**config.mk**
```make
export PLATFORM = sky130hd
export DESIGN_NAME = jes3_sqrt
export DESIGN_NICKNAME = d
export VERILOG_FILES = /design/src/hdl/jes3_pkg.sv /design/src/hdl/jes3_sqrt.sv
export SDC_FILE = /design/constraint.sdc
export NUM_CORES = 1
export LEC_CHECK = 0
export BUFFER_PORTS_ARGS = -buffer_cell sky130_fd_sc_hd__buf_4
export CAP_MARGIN = 25
export CORE_UTILIZATION = 63
export CTS_BUF_LIST = sky130_fd_sc_hd__clkbuf_16
export DETAILED_ROUTE_END_ITERATION = 16
export PLACE_DENSITY = 0.83
export SLEW_MARGIN = 5
export SYNTH_ARGS = -nofsm -noshare
export SYNTH_HDL_FRONTEND = slang
export SYNTH_SLANG_ARGS = --single-unit
```
**constraint.sdc**
```tcl
create_clock -name clk -period 25.6 [get_ports clk]
set_input_delay 5.12 -clock clk [delete_from_list [all_inputs] [get_ports clk]]
set_output_delay 5.12 -clock clk [all_outputs]
set_load 0.005 [all_outputs]
```
**src/hdl/jes3_pkg.sv**
```systemverilog
`timescale 1ns / 1ps

package jes3_pkg;

  localparam int DW = 64;
  localparam int WW = 2 * DW;
  localparam int PAW = 3;

  localparam logic [DW-1:0] MAG_SAT = 64'd1 << 62;
  localparam logic signed [DW-1:0] ENT_LIM = (64'sd1 <<< 45) - 64'sd1;
  localparam logic signed [DW-1:0] VEC_LIM = 64'sd1 <<< 40;
  localparam logic signed [DW-1:0] VEC_ONE = 64'sd1 <<< 30;
  localparam logic signed [DW-1:0] OUT_LIM = 64'sd2147483647;
  localparam logic [DW-1:0] NORM_LO = 64'd1 << 44;
  localparam logic [DW-1:0] NORM_HI = 64'd1 << 45;
  localparam logic signed [WW-1:0] RND_VEC = 128'sd1 <<< 29;
  localparam logic signed [DW-1:0] RND_OUT = 64'sd128;

  localparam logic REG_TOL = 1'b0;
  localparam logic REG_SWEEPS = 1'b1;
  localparam logic [5:0] SWEEPS_RST = 6'd16;

  // rotation pairs (1,0), (2,0), (2,1); k is the index left over
  function automatic logic [1:0] pair_i(input logic [1:0] p);
    return (p == 2'd0) ? 2'd1 : 2'd2;
  endfunction

  function automatic logic [1:0] pair_j(input logic [1:0] p);
    return (p == 2'd2) ? 2'd1 : 2'd0;
  endfunction

  function automatic logic [1:0] pair_k(input logic [1:0] p);
    return (p == 2'd0) ? 2'd2 : ((p == 2'd1) ? 2'd1 : 2'd0);
  endfunction

endpackage

```
**src/hdl/jes3_sqrt.sv**
```systemverilog
`timescale 1ns / 1ps

module jes3_sqrt (
  input  logic                    clk,
  input  logic                    rst,
  input  logic                    start,
  input  logic [jes3_pkg::WW-1:0] n,
  output logic                    done,
  output logic [jes3_pkg::DW-1:0] root
);

  typedef enum logic {Q_IDLE, Q_RUN} qstate_t;

  qstate_t st;
  logic [jes3_pkg::WW-1:0] num;
  logic [65:0] rem;
  logic [5:0] cnt;
  logic [67:0] rs, trial, diff;

  always_comb begin
    rs = {rem, num[127:126]};
    trial = {2'b00, root, 2'b01};
    diff = rs - trial;
  end

  always_ff @(posedge clk) begin
    if (rst) begin
      st <= Q_IDLE;
      done <= 1'b0;
      cnt <= 6'd0;
    end else begin
      done <= 1'b0;
      case (st)
        Q_IDLE: begin
          if (start) begin
            num <= n;
            rem <= '0;
            root <= '0;
            cnt <= 6'd0;
            st <= Q_RUN;
          end
        end
        Q_RUN: begin
          num <= {num[125:0], 2'b00};
          if (rs >= trial) begin
            rem <= diff[65:0];
            root <= {root[62:0], 1'b1};
          end else begin
            rem <= rs[65:0];
            root <= {root[62:0], 1'b0};
          end
          cnt <= cnt + 6'd1;
          if (cnt == 6'd63) begin
            done <= 1'b1;
            st <= Q_IDLE;
          end
        end
        default: st <= Q_IDLE;
      endcase
    end
  end

endmodule

```
==> out/metrics.yaml <==
setup_path:
  critical_path.max_stage_delay_ns: 0.65
  slowest_stage: "buf_4"
  crit_start: "start"
  cp.required_ns: 25.80
  rr_startpoint: "root[28]"
  crit_family: "buffers and inverters"
  cp_common_cell: "buf_4"
  crit_arrival_ns: 6.95
  endpoint_kind: "flip-flop"
  crit_buf_inv: 4
  critPathMaxFanout: 72
  crit_path_cell_trace: "buf_4, nor2_1, nor2_4, buf_4, buf_4, buf_16"
  worst_setup_path_start_kind: "input port"
  crit_type: "input port to flip-flop"
final_layout:
  layout.nets: 1655
  multi_input_area_sq_mm: 0.00645
  syn2layout_area_growth_pct: 17.1
  layout.area.seq_sq_mm: 0.00791
  antenna_cells: 0
  n_fill_cell: 1477
  finalInstanceArea_sq_mm: 0.0175
  drive_gt1_share_pct: 26.9
pwr:
  peakVddDrop_mv: 0.0620
  fin_total_pwr_uw: 1200
  power_density_mw_per_mm2: 68.5
  p_leak_uw: 0.00719
grt:
  grt_max_degree: 87
  grt_usage_pct: 26.5
  grt-ovfl-total: 0
  antenna_found_initial: 0
  first_global_vias: 10499
  grt_pass1_wl_um: 51200
yosys:
  synthCells: 1292
  ys_warn_count: 0
  syn_area_sq_mm: 0.0149
  synth_top_family_by_area: "compound AO/OA/AOI/OAI gates"
  ys_ff_latch: 266
  muxShareOfSynthArea_pct: 12.0
  synth_top_area_cell: "edfxtp_1"
  synth_area_leaders: "edfxtp_1 (52%), mux2_2 (9.5%), ha_1 (5.6%)"
  yosysUniqueCellTypes: 70
  ys.flop_type: "edfxtp_1"
  synth_area_per_cell_sq_um: 11.6
  synth_xor_area_share_pct: 3.70
  synth_fa_ha_area_share_pct: 5.61
  synth_seq_area_share_pct: 53.0
  synth_top_cells_by_count: "edfxtp_1 (258), nor2_1 (156), mux2_2 (126)"
  synthArstFlopShare_pct: 0
  synth-compound-area-share_pct: 12.7
  syn_nets: 1490
  synth_most_common_cell: "edfxtp_1"
  synth_top_cell_area_share_pct: 51.9
  synth_edf_count: 258
  yosys.area_share.simple_pct: 9.11
place:
  dp_hpwl_um: 22700
  io_buffer_count: 195
  gp_congestion: 0.905
  dpl_cell_area_sq_mm: 0.0166
clock_tree:
  cts_tree: "built"
  path_clk_slew_ns: 0.06
  postCtsSetupBuffers: 0
  cts_resized: 0
  clk_path_buf_depth: 3
  clock-root-buffer: "clkbuf_16"
  clock_latency_ns: 0.55
  htreeDepth: 1
  cts_buffers: 29
  cts_hold_buf: 0
  cts_sinks: 266
flow_run:
  maxCapViolCount: 0
die:
  die_h_um: 156
  dieWidth_um: 156
  io_pins: 196
  die_area_sq_mm: 0.0243
  start_util_pct: 65.2
  core_sq_mm: 0.0229
  row_count: 55
timing:
  hold_viol_final: 0
  max_slew_margin_pct: 31.8
  maxSlewViolCount: 0
  setup_violations: 0
  rsz0062_at_grt: "no"
  finalCritPeriodShare_pct: 26.4
  max_freq_mhz: 148
  period_minus_slack_ns: 6.75
  finClkSkew_ns: 0.0170
  worst_pin_slew_ns: 1.02
  timing.setup.tns_ns: 0
outcome:
  status: "finished, final reports clean"
min_path:
  hold_start: "cnt[5]"
  hp-class: "flip-flop to flip-flop"
route:
  drtIter0Drc: 729
  routedWlPerCell_um: 18.1
  viasPerCell: 5.97
  drt_wl_total_um: 32500
  drc: 0
  vias: 10703
  drtAntennaViolNets: 0
  first_pass_iters: 5
==> tightest hold or removal path: stages, from the launching register on <==
cell and delay [ns]:
dfxtp_1 0.32, nand4_1 0.10, nor2_1 0.05
==> where the power goes <==
part | switching, uW | leakage, uW | internal [uW]
Combinational | 152 | 0.00417 | 122
Sequential | 15.3 | 0.00257 | 520
Clock | 171 | 0.000453 | 216
Total | 339 | 0.00719 | 859
==> worst paths after layout <==
kind | cells after the start | end | slack, ns
max | 6 | num[114] | 18.85
min | 2 | done | 0.50
max reg2reg | 12 | rem[48] | 21.39
min reg2reg | 2 | done | 0.50
==> layout make-up <==
cell class,instances,area share [%]
clock buffer,29,4.15
clock inverter,24,0.866
inverter,81,1.75
multi-input combinational,875,36.9
sequential,266,45.2
tap,313,2.24
timing repair buffer,204,8.87
==> cell families (layout without fill, tap and decap cells) <==
| logic type | Yosys count | count (layout) |
|---|---|---|
| compound gates | 274 | 274 |
| xor+xnor | 63 | 63 |
| fa+ha+maj | 67 | 67 |
| buf+inv | 151 | 338 |
| flops | 266 | 266 |
| mux | 163 | 163 |
| simple gates | 308 | 308 |
==> flip-flops by register name, summed over array words and instances (netlist names) <==
register,flops
cnt,6
st,1
rem,66
done,1
num,128
root,64
==> metrics by stage <==
stage               setup WS, ns  util, %  cells  hold slack [ns]
finish                     18.85     76.3   1792            0.496
global route               18.73     76.3   1792            0.517
CTS                        18.57     76.2   1791            0.502
detailed placement         18.05     72.4   1738            0.500
global placement           18.07     72.4   1738            0.500
floorplan                   8.62        -   1292            0.448
==> cells in the final DEF, fill, tap and decap left out, drive strengths merged, types with 4 or more instances in the layout <==
cell type    n
a211oi      20
a21o        39
a21oi       79
a22o        10
a31oi       14
a41oi        5
and3         8
buf        204
clkbuf      29
clkinv      11
clkinvlp     4
dfxtp        8
edfxtp     258
ha          67
inv         89
mux2       126
mux2i       37
nand2       65
nand2b       5
nand3       12
nand4       24
nor2       157
nor2b        7
nor3        14
o211ai       9
o21a         6
o21ai       40
o21bai      13
xnor2       36
xor2        27
==> layer usage <==
layer	routed length (um)	part of all wire, %	GRT usage, %	vias up
met3	2680	8.2	7.58	61
met5	0	0	0	-
met1	13200	41	33.3	5170
met2	15800	49	44.6	370
li1	-	-	-	5102
met4	780	2.4	7.89	0
No activity file was read; power rests on OpenSTA's default activity.
