**src/hdl/jes3_pkg.sv**
```systemverilog
`timescale 1ns / 1ps

package jes3_pkg;

  localparam int DW = 64;
  localparam int WW = 2 * DW;
  localparam int PAW = 3;

  localparam logic [DW-1:0] MAG_SAT = 64'd1 << 62;
  localparam logic signed [DW-1:0] ENT_LIM = (64'sd1 <<< 45) - 64'sd1;
  localparam logic signed [DW-1:0] VEC_LIM = 64'sd1 <<< 40;
  localparam logic signed [DW-1:0] VEC_ONE = 64'sd1 <<< 30;
  localparam logic signed [DW-1:0] OUT_LIM = 64'sd2147483647;
  localparam logic [DW-1:0] NORM_LO = 64'd1 << 44;
  localparam logic [DW-1:0] NORM_HI = 64'd1 << 45;
  localparam logic signed [WW-1:0] RND_VEC = 128'sd1 <<< 29;
  localparam logic signed [DW-1:0] RND_OUT = 64'sd128;

  localparam logic REG_TOL = 1'b0;
  localparam logic REG_SWEEPS = 1'b1;
  localparam logic [5:0] SWEEPS_RST = 6'd16;

  // rotation pairs (1,0), (2,0), (2,1); k is the index left over
  function automatic logic [1:0] pair_i(input logic [1:0] p);
    return (p == 2'd0) ? 2'd1 : 2'd2;
  endfunction

  function automatic logic [1:0] pair_j(input logic [1:0] p);
    return (p == 2'd2) ? 2'd1 : 2'd0;
  endfunction

  function automatic logic [1:0] pair_k(input logic [1:0] p);
    return (p == 2'd0) ? 2'd2 : ((p == 2'd1) ? 2'd1 : 2'd0);
  endfunction

endpackage

```
**src/hdl/jes3_div.sv**
```systemverilog
`timescale 1ns / 1ps

module jes3_div (
  input  logic                           clk,
  input  logic                           rst,
  input  logic                           start,
  input  logic [jes3_pkg::WW-1:0]        n,
  input  logic [jes3_pkg::DW-1:0]        d,
  output logic                           done,
  output logic signed [jes3_pkg::DW-1:0] quo
);

  typedef enum logic [1:0] {D_IDLE, D_PREP, D_RUN, D_FIN} dstate_t;

  dstate_t st;
  logic [jes3_pkg::WW-1:0] num, q;
  logic [jes3_pkg::DW-1:0] dm, r, qm;
  logic neg, dz;
  logic [6:0] cnt;
  logic [64:0] rs, diff;
  logic ge;

  always_comb begin
    rs = {r, num[127]};
    diff = rs - {1'b0, dm};
    ge = rs >= {1'b0, dm};
    if (q[127:64] != 64'd0) qm = jes3_pkg::MAG_SAT;
    else if (q[63:0] > jes3_pkg::MAG_SAT) qm = jes3_pkg::MAG_SAT;
    else qm = q[63:0];
  end

  always_ff @(posedge clk) begin
    if (rst) begin
      st <= D_IDLE;
      done <= 1'b0;
      cnt <= 7'd0;
    end else begin
      done <= 1'b0;
      case (st)
        D_IDLE: begin
          if (start) begin
            num <= n[127] ? (~n + 128'd1) : n;
            dm <= d[63] ? (~d + 64'd1) : d;
            neg <= n[127] ^ d[63];
            dz <= (d == 64'd0);
            st <= D_PREP;
          end
        end
        D_PREP: begin
          num <= num + {65'd0, dm[63:1]};
          r <= '0;
          q <= '0;
          cnt <= 7'd0;
          st <= D_RUN;
        end
        D_RUN: begin
          num <= {num[126:0], 1'b0};
          if (ge) begin
            r <= diff[63:0];
            q <= {q[126:0], 1'b1};
          end else begin
            r <= rs[63:0];
            q <= {q[126:0], 1'b0};
          end
          cnt <= cnt + 7'd1;
          if (cnt == 7'd127) st <= D_FIN;
        end
        D_FIN: begin
          if (dz) quo <= '0;
          else quo <= neg ? $signed(~qm + 64'd1) : $signed(qm);
          done <= 1'b1;
          st <= D_IDLE;
        end
        default: st <= D_IDLE;
      endcase
    end
  end

endmodule

```
**config.mk**
```make
export PLATFORM = sky130hd
export DESIGN_NAME = jes3_div
export DESIGN_NICKNAME = d
export VERILOG_FILES = /design/src/hdl/jes3_pkg.sv /design/src/hdl/jes3_div.sv
export SDC_FILE = /design/constraint.sdc
export NUM_CORES = 1
export LEC_CHECK = 0
export BUFFER_PORTS_ARGS = -buffer_cell sky130_fd_sc_hd__buf_2
export CAP_MARGIN = 20
export CORE_MARGIN = 4
export CORE_UTILIZATION = 50
export CTS_BUF_LIST = sky130_fd_sc_hd__clkbuf_8 sky130_fd_sc_hd__clkbuf_16
export DETAILED_ROUTE_END_ITERATION = 12
export PLACE_DENSITY = 0.76
export SLEW_MARGIN = 20
export SYNTH_ARGS = -nofsm -noshare
export SYNTH_HDL_FRONTEND = slang
export SYNTH_SLANG_ARGS = --single-unit
```
**constraint.sdc**
```tcl
create_clock -name clk -period 9.9 [get_ports clk]
set_input_delay 0.99 -clock clk [delete_from_list [all_inputs] [get_ports clk]]
set_output_delay 0.99 -clock clk [all_outputs]
set_load 0.01 [all_outputs]
```
==> reports/metrics.cfg <==
[critical_path]
cpPeakStageDelay_ps = 740
cp.arrival_ps = 5390
critPathLaunchType = flip-flop
crit_chain = inv_1, ha_1, a21oi_1, o211ai_1, a21boi_0, or4_1, o21ai_0, o31ai_1, a31oi_4, buf_4, nor2_1, a21oi_1, nor2_1
worstPathMaxFanout = 84
worst_ep_required_time_ps = 10220
critPathCaptureType = flip-flop
crit_type = flip-flop to flip-flop
crit_path_top_delay_cell = buf_4

[drt]
routed_via_density = 6.31
vias = 29800
wl_um = 101000
firstDrtPassIters = 6
drc = 0
ant_nets = 0
dr.first_iter.drc_count = 3601
routedWlPerCell_um = 21.4

[grt]
grtUsageTotal_pct = 27.2
grt_pass1_vias = 27600
antenna_found_initial = 16
grt_max_degree = 180
globalRouteOverflowTotal = 0
grt_pass1_wl_um = 155000

[floorplan]
die_h_um = 267
initial_core_util_pct = 50.7
die_w_um = 267
core-area_um2 = 66200
io_pins = 260
rows = 94
dieArea_um2 = 71400

[synthesis]
synth-seq-cells = 460
synth-edff-count = 450
synth_cell_types = 77
synth_nets = 4011
ys_seq_area_share_pct = 40.8
ys.flop_type = edfxtp_1
synth_area_leaders = edfxtp_1 40%, xnor2_1 5.6%, ha_1 5.0%, xor2_1 5.0%, a21oi_1 3.8%
synthArstFlopShare_pct = 0
synth_cells = 3679
yosysTopAreaCell = edfxtp_1
yosysMostFrequentCell = edfxtp_1
synth_area_per_cell_um2 = 9.13
yosysWarnings = 0
synth_area_um2 = 33600
synth_common_cells = 450 x edfxtp_1, 328 x nand2_1, 304 x nor2_1
synth.top_cell.area_share_pct = 40.2

[timing]
max_clock_freq_mhz = 197
fin_tns_setup_ps = 0
rsz0062_at_grt = false
min_period_ps = 5070
hold_viol = 0
fin_crit_sh_pct = 51.2
clock-skew-final_ps = 28.8
slew_viol_final = 0
worst_slew_pin_slew_ps = 1190
relSlewSlack_pct = 20.4
setup_viol = 0

[clock_tree]
clk_latency_ps = 620
cts_hold_buffers = 0
cts-htree-levels = 2
cts_made_buffers = 50
cts_setup_buffers = 0
clock-root-buffer = clkbuf_16
clk_transition_reported_paths_ps = 70
cts_buffer_depth = 3
cts_tree = built
cts_resized = 0
cts.sinks = 460

[power]
power.density_nw_per_um2 = 263
p_leak_nw = 13.5
max-vdd-ir-drop_uv = 164

[min_path]
worst_hold_path_type = flip-flop to flip-flop

[status]
outcome = finished, final reports clean

[layout]
drive_above_1_share_pct = 11.0
fin_util_pct = 56.2
area_growth_pct = 10.7
nets = 4144
n_fill_cell = 5963

[job]
cap_violations = 0

[placed_design]
io_buffers = 259
routabilityCongestion = 1.00
dp_hpwl_um = 74700

-- cell families after synthesis --
family / share of synthesized area [%]
muxes: 0.596
buffers and inverters: 3.59
DFF: 40.8
adders and majority gates: 5.15
xor gates and xnor gates: 10.5
and+or+nand+nor: 20.6
AOI/OAI and AO/OA: 18.7
-- worst max-delay path, delay by kind of cell (launching register included) --
family	cells	cell delay [ps]
compound gates	7	2260
fa+ha+maj	1	410
buf+inv	2	810
flops	1	460
simple gates	3	720
-- layout by cell type, fill, tap and decap left out, types with 83 or more instances in the layout --
cell      netlist  routed
inv_1         117     121
edfxtp_1      450     450
nand4_1        83      83
nand3_1       105     105
a21oi_1       253     253
nand2_1       328     327
o21ai_0       227     227
nor2_1        304     300
xor2_1        191     191
xnor2_1       213     213
buf_2           1     258
and2_1        150     150
ha_1          135     133
-- metrics by stage --
stage               std cells  hold slack (ps)  setup WS (ps)  cell area [µm²]  total power, mW
finish                   4726              494           4830            37200             9.78
global route             4725              546           4610            37200             10.4
CTS                      4713              501           4970            37100             9.71
detailed placement       4623              488           4740            35500             7.76
global placement         4623              468           4810            35500             7.71
floorplan                3679              458           2340            33600             6.59
-- power breakdown --
| group | internal (mW) | switching, mW |
|---|---|---|
| sequential | 2.96 | 0.477 |
| clock | 1.10 | 0.825 |
| combinational | 1.61 | 2.81 |
-- sequential cells by signal (all words and copies together), names as in the netlist --
signal / count
cnt: 7
dm: 64
done: 1
dz: 1
neg: 1
num: 128
q: 128
quo: 64
r: 64
st: 2
-- worst paths after layout --
path / slack [ps] / to / startpoint / cells past startpoint
max reg2reg: 4830 / r[23]$_SDFFCE_PN0P_ / dm[18]$_DFFE_PP_ / 13
min: 490 / cnt[5]$_SDFFE_PP0N_ / cnt[5]$_SDFFE_PP0N_ / 2
min reg2reg: 490 / cnt[5]$_SDFFE_PP0N_ / cnt[5]$_SDFFE_PP0N_ / 2
max: 4830 / r[23]$_SDFFCE_PN0P_ / dm[18]$_DFFE_PP_ / 13
-- routing by layer --
layer	global-route usage, %	share of wire, %
met1	36.2	40
met3	3.80	8.1
met5	0	0.027
met2	43.5	46
met4	14.1	5.6
-- area by class of cell --
class	count	area, µm²	share of cell area [%]
Multi-Input combinational cell	2900	18800	50.4
Sequential cell	460	13700	36.9
Timing Repair Buffer	283	1500	4.04
Clock buffer	51	1280	3.43
Tap cell	864	1080	2.91
Inverter	117	439	1.18
Clock inverter	39	392	1.05
Antenna cell	12	30.0	0.0807
Power figures use the tool's default switching activity.
