File: src/hdl/jes3_pkg.sv
`timescale 1ns / 1ps

package jes3_pkg;

  localparam int DW = 64;
  localparam int WW = 2 * DW;
  localparam int PAW = 3;

  localparam logic [DW-1:0] MAG_SAT = 64'd1 << 62;
  localparam logic signed [DW-1:0] ENT_LIM = (64'sd1 <<< 45) - 64'sd1;
  localparam logic signed [DW-1:0] VEC_LIM = 64'sd1 <<< 40;
  localparam logic signed [DW-1:0] VEC_ONE = 64'sd1 <<< 30;
  localparam logic signed [DW-1:0] OUT_LIM = 64'sd2147483647;
  localparam logic [DW-1:0] NORM_LO = 64'd1 << 44;
  localparam logic [DW-1:0] NORM_HI = 64'd1 << 45;
  localparam logic signed [WW-1:0] RND_VEC = 128'sd1 <<< 29;
  localparam logic signed [DW-1:0] RND_OUT = 64'sd128;

  localparam logic REG_TOL = 1'b0;
  localparam logic REG_SWEEPS = 1'b1;
  localparam logic [5:0] SWEEPS_RST = 6'd16;

  // rotation pairs (1,0), (2,0), (2,1); k is the index left over
  function automatic logic [1:0] pair_i(input logic [1:0] p);
    return (p == 2'd0) ? 2'd1 : 2'd2;
  endfunction

  function automatic logic [1:0] pair_j(input logic [1:0] p);
    return (p == 2'd2) ? 2'd1 : 2'd0;
  endfunction

  function automatic logic [1:0] pair_k(input logic [1:0] p);
    return (p == 2'd0) ? 2'd2 : ((p == 2'd1) ? 2'd1 : 2'd0);
  endfunction

endpackage

File: src/hdl/jes3_mul.sv
`timescale 1ns / 1ps

module jes3_mul (
  input  logic                          clk,
  input  logic                          rst,
  input  logic                          start,
  input  logic signed [jes3_pkg::DW-1:0] a,
  input  logic signed [jes3_pkg::DW-1:0] b,
  output logic                          done,
  output logic [jes3_pkg::WW-1:0]       p
);

  typedef enum logic [1:0] {M_IDLE, M_RUN, M_FIN} mstate_t;

  mstate_t st;
  logic [jes3_pkg::DW-1:0] am, bm;
  logic neg;
  logic [1:0] cnt;
  logic [jes3_pkg::WW-1:0] acc;
  logic [31:0] opa, opb;
  logic [63:0] pp;
  logic [jes3_pkg::WW-1:0] pp_sh;

  always_comb begin
    opa = cnt[0] ? am[63:32] : am[31:0];
    opb = cnt[1] ? bm[63:32] : bm[31:0];
    pp = opa * opb;
    case (cnt)
      2'd0: pp_sh = {64'd0, pp};
      2'd3: pp_sh = {pp, 64'd0};
      default: pp_sh = {32'd0, pp, 32'd0};
    endcase
  end

  always_ff @(posedge clk) begin
    if (rst) begin
      st <= M_IDLE;
      done <= 1'b0;
      cnt <= 2'd0;
    end else begin
      done <= 1'b0;
      case (st)
        M_IDLE: begin
          if (start) begin
            am <= a[63] ? (~a + 64'd1) : a;
            bm <= b[63] ? (~b + 64'd1) : b;
            neg <= a[63] ^ b[63];
            acc <= '0;
            cnt <= 2'd0;
            st <= M_RUN;
          end
        end
        M_RUN: begin
          acc <= acc + pp_sh;
          cnt <= cnt + 2'd1;
          if (cnt == 2'd3) st <= M_FIN;
        end
        M_FIN: begin
          p <= neg ? (~acc + 128'd1) : acc;
          done <= 1'b1;
          st <= M_IDLE;
        end
        default: st <= M_IDLE;
      endcase
    end
  end

endmodule

File: config.mk
export PLATFORM = sky130hd
export DESIGN_NAME = jes3_mul
export DESIGN_NICKNAME = d
export VERILOG_FILES = /design/src/hdl/jes3_pkg.sv /design/src/hdl/jes3_mul.sv
export SDC_FILE = /design/constraint.sdc
export NUM_CORES = 2
export LEC_CHECK = 0
export ABC_AREA = 1
export BUFFER_PORTS_ARGS = -buffer_cell sky130_fd_sc_hd__buf_2
export CAP_MARGIN = 20
export CELL_PAD_IN_SITES_DETAIL_PLACEMENT = 1
export CELL_PAD_IN_SITES_GLOBAL_PLACEMENT = 1
export CORE_MARGIN = 3
export CORE_UTILIZATION = 52
export CTS_BUF_LIST = sky130_fd_sc_hd__clkbuf_16
export DETAILED_ROUTE_END_ITERATION = 12
export PLACE_DENSITY_LB_ADDON = 0.15
export SLEW_MARGIN = 20
export SYNTH_ARGS = -nofsm -noshare
export SYNTH_HDL_FRONTEND = slang
export SYNTH_SLANG_ARGS = --single-unit
File: constraint.sdc
create_clock -name clk -period 19.4 [get_ports clk]
set_clock_uncertainty 0.15 [all_clocks]
set_input_delay 2.91 -clock clk [delete_from_list [all_inputs] [get_ports clk]]
set_output_delay 2.91 -clock clk [all_outputs]
set_load 0.01 [all_outputs]
==> impl_metrics.prom, run 1 <==
# TYPE chip_impl_metric gauge
chip_impl_metric{name="dp_hpwl",unit="um"} 312000
chip_impl_metric{name="cts_inserted_buffers",unit=""} 50
chip_impl_info{name="root_buffer",value="clkbuf_16"} 1
chip_impl_metric{name="die_w",unit="um"} 361
chip_impl_metric{name="total_standard_cell_area_after_synthesis",unit="sq mm"} 0.0655
chip_impl_metric{name="ys_seq_elements",unit=""} 390
chip_impl_info{name="stop_stage",value="global routing"} 1
chip_impl_metric{name="cts_repair_resize_count",unit=""} 0
chip_impl_info{name="synth-main-ff-cell",value="edfxtp_1"} 1
chip_impl_metric{name="port_buffers",unit=""} 259
chip_impl_metric{name="cts_num_sinks",unit=""} 390
chip_impl_metric{name="yosysWarnings",unit=""} 0
chip_impl_metric{name="cts_htree_levels",unit=""} 2
chip_impl_info{name="outcome",value="aborted with a tool error"} 1
chip_impl_metric{name="row_count",unit=""} 129
chip_impl_metric{name="boundaryPins",unit=""} 260
chip_impl_metric{name="synth_seq_area_share",unit="%"} 17.8
chip_impl_metric{name="post-cts-setup-buffer-count",unit=""} 0
chip_impl_metric{name="grt_max_degree",unit=""} 114
chip_impl_metric{name="netlist_instances",unit=""} 8715
chip_impl_metric{name="max-clock-path-buffers",unit=""} 3
chip_impl_metric{name="grt_first_pass_wirelength",unit="um"} 721000
chip_impl_metric{name="gr-total-overflow",unit=""} 383
chip_impl_metric{name="gp_congestion",unit=""} 1.17
chip_impl_metric{name="initial_cell_density_of_the_core",unit="%"} 52.7
chip_impl_metric{name="async_reset_ff_share",unit="%"} 0
chip_impl_metric{name="fp.dieH",unit="um"} 361
chip_impl_metric{name="syn-num-nets",unit=""} 10100
chip_impl_metric{name="grt_util_all_layers",unit="%"} 77.4
chip_impl_info{name="tool.error",value="[ERROR GRT-0116] Global routing finished with congestion. Check the congestion regions in the DRC Viewer."} 1
chip_impl_metric{name="synth_edf_count",unit=""} 385
chip_impl_metric{name="postCtsHoldBufs",unit=""} 0
chip_impl_metric{name="first_global_vias",unit=""} 89400
chip_impl_metric{name="netlist-cell-type-count",unit=""} 58
chip_impl_metric{name="synth_area_per_cell",unit="sq um"} 7.51
[metal layers]
layer / GRT overflow / global-route usage (%)
met2: 156 / 89.1
met4: 171 / 66.1
met5: 3 / 48.0
met1: 26 / 80.5
met3: 27 / 68.2
[synth_stat cells, drive strengths merged, types with 3 or more instances]
cell | instances | area (sq um)
nand3 | 258 | 1310
o22ai | 30 | 188
o21a | 19 | 143
xnor2 | 91 | 797
nand2 | 1488 | 5600
a211oi | 5 | 37.5
clkbuf | 209 | 785
xor2 | 193 | 1690
a31oi | 20 | 125
inv | 1667 | 6260
and3 | 4 | 25.0
o21bai | 31 | 233
a21o | 17 | 128
and2 | 3 | 20.0
edfxtp | 385 | 11600
nor2 | 1634 | 6180
ha | 402 | 5030
nor3b | 6 | 45.0
a21boi | 9 | 67.6
o21ai | 455 | 2320
clkinv | 32 | 120
fa | 897 | 18000
nand3b | 19 | 155
a21oi | 471 | 2360
o31ai | 7 | 52.6
nand4 | 84 | 538
buf | 15 | 63.8
nor3 | 99 | 517
o211ai | 18 | 135
or2 | 79 | 494
dfxtp | 5 | 100
nor4 | 54 | 338
[per-stage QoR]
stage | hold slack [ps] | area [sq um] | std cells | setup slack, ps
3_3_place_gp | 319 | 69100 | 10500 | 7140
4_1_cts | 350 | 70700 | 10600 | 6450
3_5_place_dp | 335 | 69100 | 10500 | 6700
2_1_floorplan | 273 | 65500 | 8715 | 6660
[cell families after synthesis]
family                   count (synthesis)  share of synthesized area [%]
flip-flops                             390                           17.8
AND/OR/NAND/NOR                       3729                           23.3
XOR/XNOR                               284                           3.80
buffers and inverters                 1923                           11.0
AO/OA/AOI/OAI                         1090                           8.96
adder cells (fa/ha/maj)               1299                           35.1
==> run 2: changes to the inputs <==
- CELL_PAD_IN_SITES_DETAIL_PLACEMENT: 1 -> unset
- CELL_PAD_IN_SITES_GLOBAL_PLACEMENT: 1 -> unset
- CORE_UTILIZATION: 52 -> 40
- CTS_BUF_LIST: sky130_fd_sc_hd__clkbuf_16 -> unset
==> run 2 against run 1 <==
Area after synthesis stayed put; the flow now finishes, with violations (max-capacitance violations); synthesized cell count stayed put.
==> impl_metrics.prom, run 2 <==
# TYPE chip_impl_metric gauge
chip_impl_info{name="outcome",value="finished with violations"} 1
chip_impl_info{name="violations",value="max-capacitance violations"} 1
chip_impl_metric{name="final_cells",unit=""} 11100
chip_impl_metric{name="via_per_inst",unit=""} 5.77
chip_impl_metric{name="clk_latency",unit="ps"} 680
chip_impl_info{name="regToRegStartpoint",value="cnt[0]"} 1
chip_impl_metric{name="post-route-min-period",unit="ps"} 13700
chip_impl_metric{name="arrival",unit="ps"} 14000
chip_impl_metric{name="synth_seq_area_share",unit="%"} 17.8
chip_impl_metric{name="gr-total-overflow",unit=""} 0
chip_impl_info{name="critical_path.endpoint_type",value="flip-flop"} 1
chip_impl_metric{name="yosysWarnings",unit=""} 0
chip_impl_metric{name="dpl.cell_count",unit=""} 11000
chip_impl_metric{name="post-cts-setup-buffer-count",unit=""} 0
chip_impl_info{name="final_cell_mix",value="1660 x inv_1, 1619 x nor2_1, 1482 x nand2_1"} 1
chip_impl_metric{name="netlist_instances",unit=""} 8715
chip_impl_metric{name="cts_repair_resize_count",unit=""} 0
chip_impl_metric{name="detail_route.wirelength",unit="um"} 343000
chip_impl_metric{name="grt_first_pass_wirelength",unit="um"} 475000
chip_impl_metric{name="syn-num-nets",unit=""} 10100
chip_impl_info{name="r2r-end",value="acc[75]"} 1
chip_impl_metric{name="min_period_over_period",unit="%"} 70.6
chip_impl_info{name="cp-endpoint",value="acc[75]"} 1
chip_impl_metric{name="fp.dieH",unit="um"} 411
chip_impl_metric{name="ys_seq_elements",unit=""} 390
chip_impl_metric{name="slew_violations",unit=""} 0
chip_impl_metric{name="die-area",unit="sq mm"} 0.169
chip_impl_metric{name="first_global_vias",unit=""} 62200
chip_impl_metric{name="layout_setup_ws",unit="ps"} 5700
chip_impl_metric{name="synth_edf_count",unit=""} 385
chip_impl_metric{name="maxCapViolCount",unit=""} 1
chip_impl_metric{name="postCtsHoldBufs",unit=""} 0
chip_impl_metric{name="timing.reg2reg.worst_path_depth",unit=""} 38
chip_impl_metric{name="clkTransAtPathRegs",unit="ps"} 70
chip_impl_metric{name="timing.max_slew.rel_slack",unit="%"} 0.841
chip_impl_info{name="startpoint_type",value="flip-flop"} 1
chip_impl_info{name="rsz0062_at_grt",value="false"} 1
chip_impl_metric{name="timing.reg2reg.setup_slack",unit="ps"} 5700
chip_impl_metric{name="worstPathRequired",unit="ps"} 19690
chip_impl_metric{name="row_count",unit=""} 147
chip_impl_info{name="ys_top_cells_by_count",value="1661 x inv_1, 1622 x nor2_1, 1483 x nand2_1"} 1
chip_impl_metric{name="synth_area_per_cell",unit="sq um"} 7.51
chip_impl_metric{name="detailedRoute.firstIterationViolations",unit=""} 9089
chip_impl_metric{name="grt_max_degree",unit=""} 71
chip_impl_info{name="tritoncts",value="built"} 1
chip_impl_info{name="layout.cells.most_common",value="inv_1"} 1
chip_impl_metric{name="total_standard_cell_area_after_synthesis",unit="sq mm"} 0.0655
chip_impl_info{name="cpMaxStageDelayCell",value="a21oi_1"} 1
chip_impl_metric{name="fin_tns_setup",unit="ps"} 0
chip_impl_metric{name="syn_to_final_growth",unit="%"} 9.62
chip_impl_info{name="post-synth-top-count-cell",value="inv_1"} 1
chip_impl_metric{name="cts_htree_levels",unit=""} 2
chip_impl_metric{name="yosysTopAreaCellShare",unit="%"} 27.4
chip_impl_metric{name="initial_antenna_violation_count",unit=""} 22
chip_impl_info{name="hp-class",value="reg2reg"} 1
chip_impl_info{name="critPathLaunch",value="cnt[0]"} 1
chip_impl_metric{name="dp_hpwl",unit="um"} 291000
chip_impl_metric{name="crit_fanout",unit=""} 36
chip_impl_metric{name="die_w",unit="um"} 411
chip_impl_metric{name="grt_util_all_layers",unit="%"} 40.2
chip_impl_info{name="worst-setup-path-type",value="reg2reg"} 1
chip_impl_metric{name="initial_cell_density_of_the_core",unit="%"} 40.5
chip_impl_metric{name="total_count_of_hold_check_failures_in_the_final_report",unit=""} 0
chip_impl_metric{name="max-clock-path-buffers",unit=""} 3
chip_impl_metric{name="fraction_of_final_layout_cells_sized_beyond_drive_strength_1",unit="%"} 7.35
chip_impl_metric{name="boundaryPins",unit=""} 260
chip_impl_metric{name="fmax",unit="MHz"} 73.0
chip_impl_metric{name="detailroute.via_count",unit=""} 64300
chip_impl_info{name="root_buffer",value="clkbuf_16"} 1
chip_impl_info{name="synth-main-ff-cell",value="edfxtp_1"} 1
chip_impl_metric{name="max_stage_delay",unit="ps"} 1150
chip_impl_metric{name="gp_congestion",unit=""} 1.10
chip_impl_metric{name="nets",unit=""} 10400
chip_impl_metric{name="place_worst_setup_slack",unit="ps"} 6320
chip_impl_metric{name="finalSetupViolations",unit=""} 0
chip_impl_metric{name="detail_route.drc_violations",unit=""} 0
chip_impl_metric{name="cts_inserted_buffers",unit=""} 51
chip_impl_info{name="netlist_top_cells_area",value="fa_1 27%, edfxtp_1 18%, inv_1 9.5%"} 1
chip_impl_metric{name="port_buffers",unit=""} 259
chip_impl_metric{name="wl_per_cell",unit="um"} 30.8
chip_impl_info{name="yosys.area.top_type",value="fa_1"} 1
chip_impl_metric{name="first_pass_iters",unit=""} 6
chip_impl_metric{name="netlist-cell-type-count",unit=""} 58
chip_impl_metric{name="cts_num_sinks",unit=""} 390
chip_impl_metric{name="async_reset_ff_share",unit="%"} 0
chip_impl_metric{name="worst_pin_slew",unit="ps"} 1470
chip_impl_metric{name="final_antenna_violating_net_count",unit=""} 0
chip_impl_info{name="biggestRegsByFlops",value="acc: 128 flops, p: 128 flops"} 1
chip_impl_info{name="cpMostUsedCell",value="fa_1"} 1
chip_impl_metric{name="worst_hold_slack",unit="ps"} 331
chip_impl_metric{name="core",unit="sq mm"} 0.161
[run 2: cell type report]
type | count | area [sq um]
antenna | 11 | 27.5
clock buffer | 62 | 1330
clock inverter | 30 | 393
fill | 16900 | 89700
inverter | 1699 | 6380
multi-input combinational | 6402 | 46900
sequential | 390 | 11700
tap | 2160 | 2700
timing repair buffer | 395 | 2360
[run 2: kinds of logic after synthesis]
| kind of cell | Yosys count | share of synthesized area, % |
|---|---|---|
| AND/OR/NAND/NOR | 3729 | 23.3 |
| buffers and inverters | 1923 | 11.0 |
| adder cells (fa/ha/maj) | 1299 | 35.1 |
| flip-flops | 390 | 17.8 |
| XOR/XNOR | 284 | 3.80 |
| AO/OA/AOI/OAI | 1090 | 8.96 |
[run 2: routing by layer]
metal  wire length [um]  global-route usage (%)  vias to the layer above
met3              52700                    18.5                      610
met4              11600                    11.0                       14
met2             128000                    52.1                     4143
met1             151000                    59.0                    32000
li1                   -                       -                    27600
met5                 92                       0                        -
[run 2: worst max-delay path, delay by kind of cell (launching register included)]
family / cells / cell delay (ps)
DFF: 1 / 310
xor gates and xnor gates: 1 / 710
buffers and inverters: 10 / 2220
and+or+nand+nor: 7 / 1890
AOI/OAI and AO/OA: 10 / 3380
adders and majority gates: 10 / 4720
[run 2: worst min-delay path by stage]
stage	startpoint	endpoint	depth (start not counted)
finish	st[0]	done	1
global placement	st[0]	done	1
floorplan	st[0]	done	1
detailed placement	st[0]	done	1
CTS	st[0]	done	1
global route	st[0]	done	1
[run 2: stage by stage]
step                      cell area, sq um  util (%)
final                                71800      44.4
after global routing                 71700      44.4
after CTS                            71700      44.4
after detailed placement             70000      43.3
after global placement               69900      43.3
after floorplan                      65500         -
Power of run 2 is not shown: default switching activity piles up to over one toggle a cycle in this logic, so the estimate is an artifact.
